[src/sv/lob_pkg.sv]
`timescale 1ns / 1ps
// ----------------------------------------------------------------------------
// lob_pkg
// Shared types and constants for the limit order book matcher.
// ----------------------------------------------------------------------------
package lob_pkg;

  localparam int CAPACITY = 64;
  localparam int IDX_W    = $clog2(CAPACITY);
  localparam int CNT_W    = $clog2(CAPACITY + 1);
  localparam int TRD_W    = 6;
  localparam logic [TRD_W-1:0] MAX_TRADES = 6'd63;

  localparam logic [1:0] OP_ADD    = 2'd0;
  localparam logic [1:0] OP_CANCEL = 2'd1;
  localparam logic [1:0] OP_MODIFY = 2'd2;
  localparam logic [1:0] OP_SPARE  = 2'd3;

  localparam logic [2:0] ST_DONE    = 3'd0;
  localparam logic [2:0] ST_DUP     = 3'd1;
  localparam logic [2:0] ST_NOCROSS = 3'd2;
  localparam logic [2:0] ST_UNKNOWN = 3'd3;
  localparam logic [2:0] ST_FULL    = 3'd4;

  localparam logic SIDE_BUY   = 1'b0;
  localparam logic ITEM_TRADE = 1'b0;
  localparam logic ITEM_STAT  = 1'b1;

  typedef struct packed {
    logic [1:0]         opcode;
    logic [31:0]        order_id;
    logic               side;
    logic               order_kind;
    logic signed [31:0] limit_price;
    logic [31:0]        amount;
  } in_item_t;

  typedef struct packed {
    logic [31:0]        id;
    logic signed [31:0] price;
    logic [31:0]        remaining;
    logic               side;
    logic               kind;
    logic [31:0]        arrival;
  } slot_t;

  typedef struct packed {
    logic             found;
    logic [IDX_W-1:0] idx;
    slot_t            data;
  } best_t;

  typedef struct packed {
    logic               item_kind;
    logic [31:0]        buyer_id;
    logic [31:0]        seller_id;
    logic signed [31:0] buyer_price;
    logic signed [31:0] seller_price;
    logic [31:0]        filled;
    logic [2:0]         status;
    logic [CNT_W-1:0]   resting_orders;
    logic               last;
  } out_item_t;

endpackage

[src/sv/lob_if.sv]
`timescale 1ns / 1ps
// ----------------------------------------------------------------------------
// lob_in_if / lob_out_if
// Valid/ready channels for order requests and result items.
// ----------------------------------------------------------------------------
interface lob_in_if;
  logic               valid;
  logic               ready;
  logic [1:0]         opcode;
  logic [31:0]        order_id;
  logic               side;
  logic               order_kind;
  logic signed [31:0] limit_price;
  logic [31:0]        amount;

  modport source (output valid, opcode, order_id, side, order_kind, limit_price, amount,
                  input ready);
  modport sink (input valid, opcode, order_id, side, order_kind, limit_price, amount,
                output ready);
endinterface


[src/sv/lob_front.sv]
`timescale 1ns / 1ps
// ----------------------------------------------------------------------------
// lob_front
// Accepts requests into a two-entry queue ahead of the matching engine.
// ----------------------------------------------------------------------------
module lob_front (
  input  logic              clk,
  input  logic              rst_n,
  lob_in_if.sink            in_ch,
  output logic              q_valid,
  output lob_pkg::in_item_t q_item,
  input  logic              q_pop
);

  lob_pkg::in_item_t fifo_r [2];
  logic              wr_ptr_r;
  logic              rd_ptr_r;
  logic [1:0]        cnt_r;
  logic              push;
  logic              pop;

  assign in_ch.ready = (cnt_r != 2'd2);
  assign push        = in_ch.valid && in_ch.ready;
  assign q_valid     = (cnt_r != 2'd0);
  assign pop         = q_pop && q_valid;
  assign q_item      = fifo_r[rd_ptr_r];

  always_ff @(posedge clk) begin
    if (push) begin
      fifo_r[wr_ptr_r] <= '{opcode: in_ch.opcode, order_id: in_ch.order_id,
                            side: in_ch.side, order_kind: in_ch.order_kind,
                            limit_price: in_ch.limit_price, amount: in_ch.amount};
    end
  end

  always_ff @(posedge clk) begin
    if (!rst_n) begin
      wr_ptr_r <= 1'b0;
      rd_ptr_r <= 1'b0;
      cnt_r    <= 2'd0;
    end else begin
      if (push) wr_ptr_r <= ~wr_ptr_r;
      if (pop)  rd_ptr_r <= ~rd_ptr_r;
      cnt_r <= cnt_r + {1'b0, push} - {1'b0, pop};
    end
  end

endmodule

[src/flat_wrapper.sv]
// flat-port wrapper written by rule: the top's interface ports become plain ports
module lob_front_flat 
  (clk, rst_n, q_valid, q_item, q_pop, in_ch_valid, in_ch_opcode, in_ch_order_id, in_ch_side, in_ch_order_kind, in_ch_limit_price, in_ch_amount, in_ch_ready);
  lob_in_if in_ch_i ();
  input  logic clk;
  input  logic rst_n;
  output logic q_valid;
  output lob_pkg::in_item_t q_item;
  input  logic q_pop;
  input wire logic [$bits(in_ch_i.valid)-1:0] in_ch_valid;
  input wire logic [$bits(in_ch_i.opcode)-1:0] in_ch_opcode;
  input wire logic [$bits(in_ch_i.order_id)-1:0] in_ch_order_id;
  input wire logic [$bits(in_ch_i.side)-1:0] in_ch_side;
  input wire logic [$bits(in_ch_i.order_kind)-1:0] in_ch_order_kind;
  input wire logic [$bits(in_ch_i.limit_price)-1:0] in_ch_limit_price;
  input wire logic [$bits(in_ch_i.amount)-1:0] in_ch_amount;
  output wire logic [$bits(in_ch_i.ready)-1:0] in_ch_ready;
  assign in_ch_i.valid = in_ch_valid;
  assign in_ch_i.opcode = in_ch_opcode;
  assign in_ch_i.order_id = in_ch_order_id;
  assign in_ch_i.side = in_ch_side;
  assign in_ch_i.order_kind = in_ch_order_kind;
  assign in_ch_i.limit_price = in_ch_limit_price;
  assign in_ch_i.amount = in_ch_amount;
  assign in_ch_ready = in_ch_i.ready;
  lob_front u_core (.clk(clk), .rst_n(rst_n), .in_ch(in_ch_i), .q_valid(q_valid), .q_item(q_item), .q_pop(q_pop));
endmodule
[config.mk]
export PLATFORM = sky130hd
export DESIGN_NAME = lob_front_flat
export DESIGN_NICKNAME = d
export VERILOG_FILES = /design/src/sv/lob_pkg.sv /design/src/sv/lob_if.sv /design/src/sv/lob_front.sv /design/src/flat_wrapper.sv
export SDC_FILE = /design/constraint.sdc
export NUM_CORES = 1
export LEC_CHECK = 0
export ABC_AREA = 1
export BUFFER_PORTS_ARGS = -buffer_cell sky130_fd_sc_hd__buf_2
export CORE_ASPECT_RATIO = 1.5
export CORE_MARGIN = 4
export CORE_UTILIZATION = 25
export DETAILED_ROUTE_END_ITERATION = 8
export SKIP_CTS_REPAIR_TIMING = 1
export SLEW_MARGIN = 20
export SYNTH_ARGS = -nofsm -noshare
export SYNTH_HDL_FRONTEND = slang
export SYNTH_SLANG_ARGS = --single-unit
[constraint.sdc]
create_clock -name clk -period 10.85 [get_ports clk]
set_input_delay 1.6275 -clock clk [delete_from_list [all_inputs] [get_ports clk]]
set_output_delay 1.6275 -clock clk [all_outputs]
set_load 0.005 [all_outputs]
==> impl_metrics.sql, run 1 <==
INSERT INTO impl_metrics (metric_group, metric, value, unit) VALUES
('worst_setup_path', 'end_kind', 'output port', ''),
('power_and_ir_drop', 'p_per_area', '230', 'nW/um2'),
('die', 'floorplan.io_pins', '206', ''),
('yosys', 'ys_seq_elements', '205', ''),
('drt', 'wl_per_cell', '16.1', 'um'),
('min_path', 'hold_end', 'u_core.rd_ptr_r', ''),
('timing', 'finalClockSkew', '5.38', 'ps'),
('yosys', 'synth_top_cells_by_area', 'sky130_fd_sc_hd__edfxtp_1 (75%), sky130_fd_sc_hd__mux2_4 (19%), sky130_fd_sc_hd__buf_12 (2.5%)', ''),
('power_and_ir_drop', 'final_total_pwr', '2.31', 'mW'),
('clocking', 'path_clk_slew', '60', 'ps'),
('status', 'outcome', 'completed', ''),
('drt', 'initialDrtViolationCount', '118', ''),
('global_route', 'first_global_vias', '3951', ''),
('timing', 'final_hold_violations', '0', ''),
('clocking', 'cts_made_buffers', '22', ''),
('clocking', 'ctsRootBufferMaster', 'sky130_fd_sc_hd__clkbuf_16', ''),
('global_route', 'grt_usage', '0.0862', ''),
('timing', 'post-route-min-period', '4070', 'ps'),
('die', 'floorplan.core_area', '31200', 'um2'),
('yosys', 'syn_area_per_cell', '22.8', 'um2'),
('timing', 'setup_ws', '6780', 'ps'),
('yosys', 'postSynthCellCount', '349', ''),
('yosys', 'synth_unique_cells', '11', ''),
('timing', 'max_freq', '245', 'MHz'),
('placement', 'dpl.hpwl', '10800', 'um'),
('power_and_ir_drop', 'leakage', '3.91', 'nW'),
('flow_run', 'maximum_capacitance_violations', '0', ''),
('timing', 'timing_max_transition_violations_final', '0', ''),
('drt', 'drt-total-wl', '16000', 'um'),
('placement', 'port-buffer-count', '205', ''),
('drt', 'vias_per_cell', '3.84', ''),
('worst_setup_path', 'timing.critical_path.fanout_max', '37', ''),
('clocking', 'cts_sinks', '205', ''),
('worst_setup_path', 'timing.critical_path.required', '9220', 'ps'),
('global_route', 'grt_antenna_before_repair', '9', ''),
('clocking', 'tritoncts', 'built', ''),
('placement', 'routability_driven_placement_congestion_ratio', '0.697', ''),
('yosys', 'netlist_area_before_placement', '7970', 'um2'),
('global_route', 'overflow', '0', ''),
('worst_setup_path', 'timing.critical_path.arrival', '2450', 'ps'),
('min_path', 'min-delay-path-class', 'reg2reg', ''),
('drt', 'drtPass1Iterations', '4', ''),
('yosys', 'yosys_warnings', '0', ''),
('layout', 'post_route_cells_drive_above_1_share', '0.594', ''),
('min_path', 'timing.hold.worst.start', 'u_core.rd_ptr_r', ''),
('die', 'start_util', '0.255', ''),
('layout', 'final_design_area_no_fill', '10000', 'um2'),
('drt', 'via_count', '3814', ''),
('die', 'row_count', '79', ''),
('timing', 'relSlewSlack', '0.404', ''),
('timing', 'setup_tns', '0', 'ps'),
('worst_setup_path', 'capture_instance_of_the_worst_register_to_register_path', 'u_core.fifo_r[1][95]', ''),
('die', 'die_x', '154', 'um'),
('clocking', 'clockBufferDepth', '3', ''),
('clocking', 'clkLatencyLatePin', '500', 'ps'),
('yosys', 'synth_top_area_frac', '0.754', ''),
('clocking', 'ctsHtreeMaxLevel', '1', ''),
('die', 'die-height', '227', 'um'),
('timing', 'rsz0062_at_grt', 'false', ''),
('timing', 'timing_worst_slew_pin_value', '894', 'ps'),
('drt', 'drtAntennaViolNets', '0', ''),
('worst_setup_path', 'reg2reg_depth', '5', ''),
('layout', 'fin_nets', '678', ''),
('timing', 'min_period_over_period', '0.376', ''),
('die', 'floorplan.die_area', '34800', 'um2'),
('placement', 'placement.setup.worst_slack', '6760', 'ps'),
('drt', 'drc_violations', '0', ''),
('yosys', 'synth_nets', '455', ''),
('worst_setup_path', 'worst-r2r-setup-slack', '8500', 'ps'),
('worst_setup_path', 'r2r-start', 'u_core.cnt_r[0]', ''),
('global_route', 'grt_pass1_wl', '22900', 'um'),
('worst_setup_path', 'worst_setup_path_start_kind', 'flip-flop', ''),
('worst_setup_path', 'worstSetupPathType', 'reg2out', ''),
('placement', 'area_after_dpl', '9330', 'um2'),
('yosys', 'sequential_fraction_of_the_synthesis_area', '0.766', ''),
('layout', 'area_growth', '26.1', '%'),
('timing', 'setup_viol', '0', ''),
('global_route', 'largest_net_degree_at_the_start_of_global_routing', '65', ''),
('power_and_ir_drop', 'vdd.ir_drop.worst', '0.119', 'mV'),
('min_path', 'holdPathStages', '2', ''),
('yosys', 'yosys.area.top_type', 'sky130_fd_sc_hd__edfxtp_1', '');
==> worst max-delay path, cell delays in order, from the launching register on <==
cell and delay (ps):
sky130_fd_sc_hd__dfxtp_4 720, sky130_fd_sc_hd__buf_4 690, sky130_fd_sc_hd__mux2_4 350, sky130_fd_sc_hd__buf_2 150
==> state kept, by name, summed over array words and instances (netlist names), named ones only <==
name             cells
u_core.fifo_r      200
u_core.cnt_r         2
u_core.wr_ptr_r      1
u_core.rd_ptr_r      1
==> worst max path at each step <==
| stage | to | slack (ps) | from | cells after the start |
|---|---|---|---|---|
| floorplan | u_core.fifo_r[0][0] | 4440 | in_ch_valid | 2 |
| global placement | u_core.fifo_r[0][80] | 6790 | in_ch_valid | 4 |
| detailed placement | u_core.fifo_r[0][82] | 6760 | in_ch_valid | 4 |
| CTS | q_item[45] | 6690 | flip-flop | 3 |
| global route | q_item[46] | 6630 | flip-flop | 3 |
| finish | q_item[58] | 6780 | flip-flop | 3 |
==> layer usage <==
metal / wire [um] / track usage / vias up
met5: 73 / 0 / -
met4: 505 / 0.0433 / 12
met3: 1120 / 0.0256 / 41
met2: 8620 / 0.159 / 129
met1: 5630 / 0.0884 / 1823
li1: - / - / 1809
==> layout make-up <==
class / count / area, um2
diodes: 3 / 7.51
clock buffers: 25 / 583
clock inverters: 11 / 106
fillers: 3067 / 21200
inverters: 9 / 36.3
multi-input cells: 124 / 1620
flip-flops and latches: 205 / 6110
well taps: 405 / 507
repair buffers: 210 / 1080
==> cells in the final DEF (no fill, tap or decap) <==
cell	instances
sky130_fd_sc_hd__clkinv_2	3
sky130_fd_sc_hd__buf_4	4
sky130_fd_sc_hd__buf_12	1
sky130_fd_sc_hd__inv_1	8
sky130_fd_sc_hd__clkbuf_1	2
sky130_fd_sc_hd__clkbuf_16	23
sky130_fd_sc_hd__dfxtp_4	1
sky130_fd_sc_hd__ha_1	2
sky130_fd_sc_hd__clkinvlp_4	2
sky130_fd_sc_hd__mux2_4	100
sky130_fd_sc_hd__nand2_1	9
sky130_fd_sc_hd__inv_8	1
sky130_fd_sc_hd__bufinv_16	1
sky130_fd_sc_hd__nand3_1	3
sky130_fd_sc_hd__dfxtp_1	4
sky130_fd_sc_hd__buf_2	205
sky130_fd_sc_hd__a21oi_1	2
sky130_fd_sc_hd__inv_4	1
sky130_fd_sc_hd__nor2_4	1
sky130_fd_sc_hd__diode_2	3
sky130_fd_sc_hd__edfxtp_1	200
sky130_fd_sc_hd__nor2_1	7
sky130_fd_sc_hd__inv_6	3
sky130_fd_sc_hd__clkinv_4	1
==> cells in the mapped netlist (all sizes together) <==
cell type,count
edfxtp,200
ha,2
dfxtp,5
buf,11
nand2,9
mux2,100
a21oi,2
nor2,8
nand3,3
inv,9
==> metrics by stage <==
step	utilization	std cells	hold WS, ps
2_1_floorplan	-	349	467
3_3_place_gp	0.299	952	488
3_5_place_dp	0.299	952	491
4_1_cts	0.321	988	513
5_1_grt	0.322	992	561
6_report	0.322	992	513
==> kinds of logic after synthesis <==
logic type | synth area share
flip-flops | 0.766
multiplexers | 0.188
buffers and inverters | 0.0308
AND/OR/NAND/NOR | 0.00989
AO/OA/AOI/OAI | 0.00126
adder cells (fa/ha/maj) | 0.00314
==> power by group <==
group          leakage, nW  total, mW  switching (mW)  internal, mW
combinational         1.66      0.537           0.246         0.290
clock                0.336      0.714           0.300         0.414
sequential            1.91       1.06          0.0456          1.01
Note: power is estimated with default switching activity, not from simulation.
==> run 2: changes to the inputs <==
==> constraint.sdc (replaced) <==
create_clock -name clk -period 4 [get_ports clk]
set_input_delay 0.6 -clock clk [delete_from_list [all_inputs] [get_ports clk]]
set_output_delay 0.6 -clock clk [all_outputs]
set_load 0.005 [all_outputs]
==> run 2 against run 1 <==
Worst setup slack got worse by 5600 ps. Largest cell class unchanged. Utilization decreased by 0.13 points. Sequential power increased to 2.7 times the previous value. Routed wire length increased by 2.1%. Critical endpoint is now q_item[9]. Cell area decreased by 0.41%.
==> impl_metrics.sql, run 2 (same netlist as run 1, synthesis figures left out) <==
INSERT INTO impl_metrics (metric_group, metric, value, unit) VALUES
('worst_setup_path', 'cpMaxStageDelayCell', 'sky130_fd_sc_hd__dfxtp_4', ''),
('power_and_ir_drop', 'leakage', '3.88', 'nW'),
('timing', 'setup_viol', '0', ''),
('worst_setup_path', 'end_kind', 'output port', ''),
('drt', 'vias_per_cell', '3.92', ''),
('layout', 'registers.top_by_ff_count', 'u_core.fifo_r', ''),
('layout', 'largest_register_ff_count', '200', ''),
('clocking', 'cts_made_buffers', '21', ''),
('die', 'floorplan.core_area', '31200', 'um2'),
('clocking', 'ctsRootBufferMaster', 'sky130_fd_sc_hd__clkbuf_16', ''),
('power_and_ir_drop', 'vdd.ir_drop.worst', '0.418', 'mV'),
('layout', 'fin_nets', '677', ''),
('die', 'row_count', '79', ''),
('drt', 'drtAntennaViolNets', '0', ''),
('die', 'start_util', '0.255', ''),
('placement', 'port-buffer-count', '205', ''),
('drt', 'initialDrtViolationCount', '176', ''),
('global_route', 'grt_antenna_before_repair', '7', ''),
('layout', 'layout_common_cells', 'sky130_fd_sc_hd__buf_2 (205), sky130_fd_sc_hd__edfxtp_1 (200), sky130_fd_sc_hd__mux2_4 (100), sky130_fd_sc_hd__clkbuf_16 (21), sky130_fd_sc_hd__nand2_1 (9)', ''),
('worst_setup_path', 'r2r-start', 'u_core.cnt_r[0]', ''),
('timing', 'timing_max_transition_violations_final', '0', ''),
('layout', 'top_regs', 'u_core.fifo_r x200, u_core.cnt_r x2', ''),
('min_path', 'min-delay-path-class', 'in2reg', ''),
('timing', 'finalClockSkew', '13.1', 'ps'),
('drt', 'via_count', '3884', ''),
('layout', 'n_fill_cell', '3077', ''),
('placement', 'dpl.hpwl', '11300', 'um'),
('die', 'floorplan.io_pins', '206', ''),
('timing', 'min_period_over_period', '0.700', ''),
('worst_setup_path', 'timing.critical_path.fanout_max', '38', ''),
('global_route', 'first_global_vias', '4096', ''),
('drt', 'drt-total-wl', '16300', 'um'),
('clocking', 'tritoncts', 'built', ''),
('layout', 'finish.utilization', '0.320', ''),
('clocking', 'clkLatencyLatePin', '490', 'ps'),
('clocking', 'ctsHtreeMaxLevel', '1', ''),
('worst_setup_path', 'timing.critical_path.arrival', '2200', 'ps'),
('worst_setup_path', 'worst_setup_path_start_kind', 'flip-flop', ''),
('drt', 'drtPass1Iterations', '4', ''),
('timing', 'timing_worst_slew_pin_value', '793', 'ps'),
('layout', 'layout.area.seq', '6110', 'um2'),
('timing', 'setup_tns', '0', 'ps'),
('worst_setup_path', 'timing.critical_path.buf_inv', '2', ''),
('layout', 'mostFrequentLayoutCell', 'sky130_fd_sc_hd__buf_2', ''),
('worst_setup_path', 'timing.critical_path.required', '3400', 'ps'),
('die', 'die-height', '227', 'um'),
('min_path', 'timing.hold.worst.start', 'in_ch_limit_price[17]', ''),
('layout', 'area_growth', '25.6', '%'),
('flow_run', 'maximum_capacitance_violations', '0', ''),
('layout', 'post_route_cells_drive_above_1_share', '0.585', ''),
('clocking', 'cts_sinks', '205', ''),
('status', 'outcome', 'completed', ''),
('drt', 'drc_violations', '0', ''),
('timing', 'relSlewSlack', '0.471', ''),
('layout', 'multi_input_area', '1620', 'um2'),
('timing', 'rsz0062_at_grt', 'false', ''),
('timing', 'post-route-min-period', '2800', 'ps'),
('timing', 'max_freq', '357', 'MHz'),
('die', 'die_x', '154', 'um'),
('global_route', 'overflow', '0', ''),
('worst_setup_path', 'path_cells', 'buf_12 > mux2_4 > buf_2', ''),
('die', 'floorplan.die_area', '34800', 'um2'),
('global_route', 'largest_net_degree_at_the_start_of_global_routing', '58', ''),
('drt', 'wl_per_cell', '16.5', 'um'),
('power_and_ir_drop', 'p_per_area', '613', 'nW/um2'),
('clocking', 'clockBufferDepth', '3', ''),
('placement', 'routability_driven_placement_congestion_ratio', '0.695', ''),
('clocking', 'path_clk_slew', '60', 'ps'),
('global_route', 'grt_usage', '0.0886', ''),
('global_route', 'grt_pass1_wl', '23600', 'um'),
('timing', 'hold_ws', '289', 'ps'),
('worst_setup_path', 'max_stage_delay', '770', 'ps'),
('timing', 'final_hold_violations', '0', ''),
('worst_setup_path', 'worst_path_dominant_cell_family', 'flip-flops', ''),
('worst_setup_path', 'worstSetupPathType', 'reg2out', '');
-- run 2: changes by cell type in the layout (fill, tap and decap cells not counted), sizes merged --
cell,delta
clkinvlp,-1
inv,-3
diode,-1
clkbuf,-2
clkinv,+5
-- run 2: layout make-up --
type / count / share of cell area
flip-flops and latches: 205 / 0.611
clock inverters: 12 / 0.00925
multi-input cells: 124 / 0.162
repair buffers: 210 / 0.110
inverters: 9 / 0.00363
diodes: 2 / 0.000500
well taps: 405 / 0.0506
clock buffers: 23 / 0.0533
-- run 2: power breakdown --
group	switching [mW]	internal (mW)	leakage (nW)
sequential	0.131	2.75	1.91
clock	0.775	1.03	0.304
combinational	0.655	0.796	1.67
total	1.56	4.57	3.88
-- run 2: worst register-to-register path: stages (launching register included) --
cell	delay, ps
sky130_fd_sc_hd__dfxtp_1	330
sky130_fd_sc_hd__inv_1	70
sky130_fd_sc_hd__nand2_1	120
sky130_fd_sc_hd__nand3_1	150
sky130_fd_sc_hd__inv_4	510
sky130_fd_sc_hd__buf_12	420
-- run 2: final timing paths --
| check | end | depth (start not counted) | slack [ps] |
|---|---|---|---|
| max | q_item[9] | 3 | 1200 |
| min | u_core.fifo_r[0][49] | 1 | 290 |
| max reg2reg | u_core.fifo_r[1][88] | 5 | 2010 |
| min reg2reg | u_core.rd_ptr_r | 2 | 520 |
-- run 2: metrics by stage --
step	cell area, um2	power, mW	setup slack, ps	instances
floorplan	7970	3.94	298	349
global placement	9380	4.40	1700	953
detailed placement	9380	4.42	1700	953
CTS	10000	6.26	1150	988
global route	10000	6.45	1090	990
finish	10000	6.13	1200	990
-- run 2: per-layer routing --
metal / up-vias / track usage / wire [um]
met5: - / 0 / 60
met4: 10 / 0.0470 / 657
met3: 43 / 0.0267 / 1220
met2: 127 / 0.164 / 9010
met1: 1900 / 0.0889 / 5340
li1: 1804 / - / -
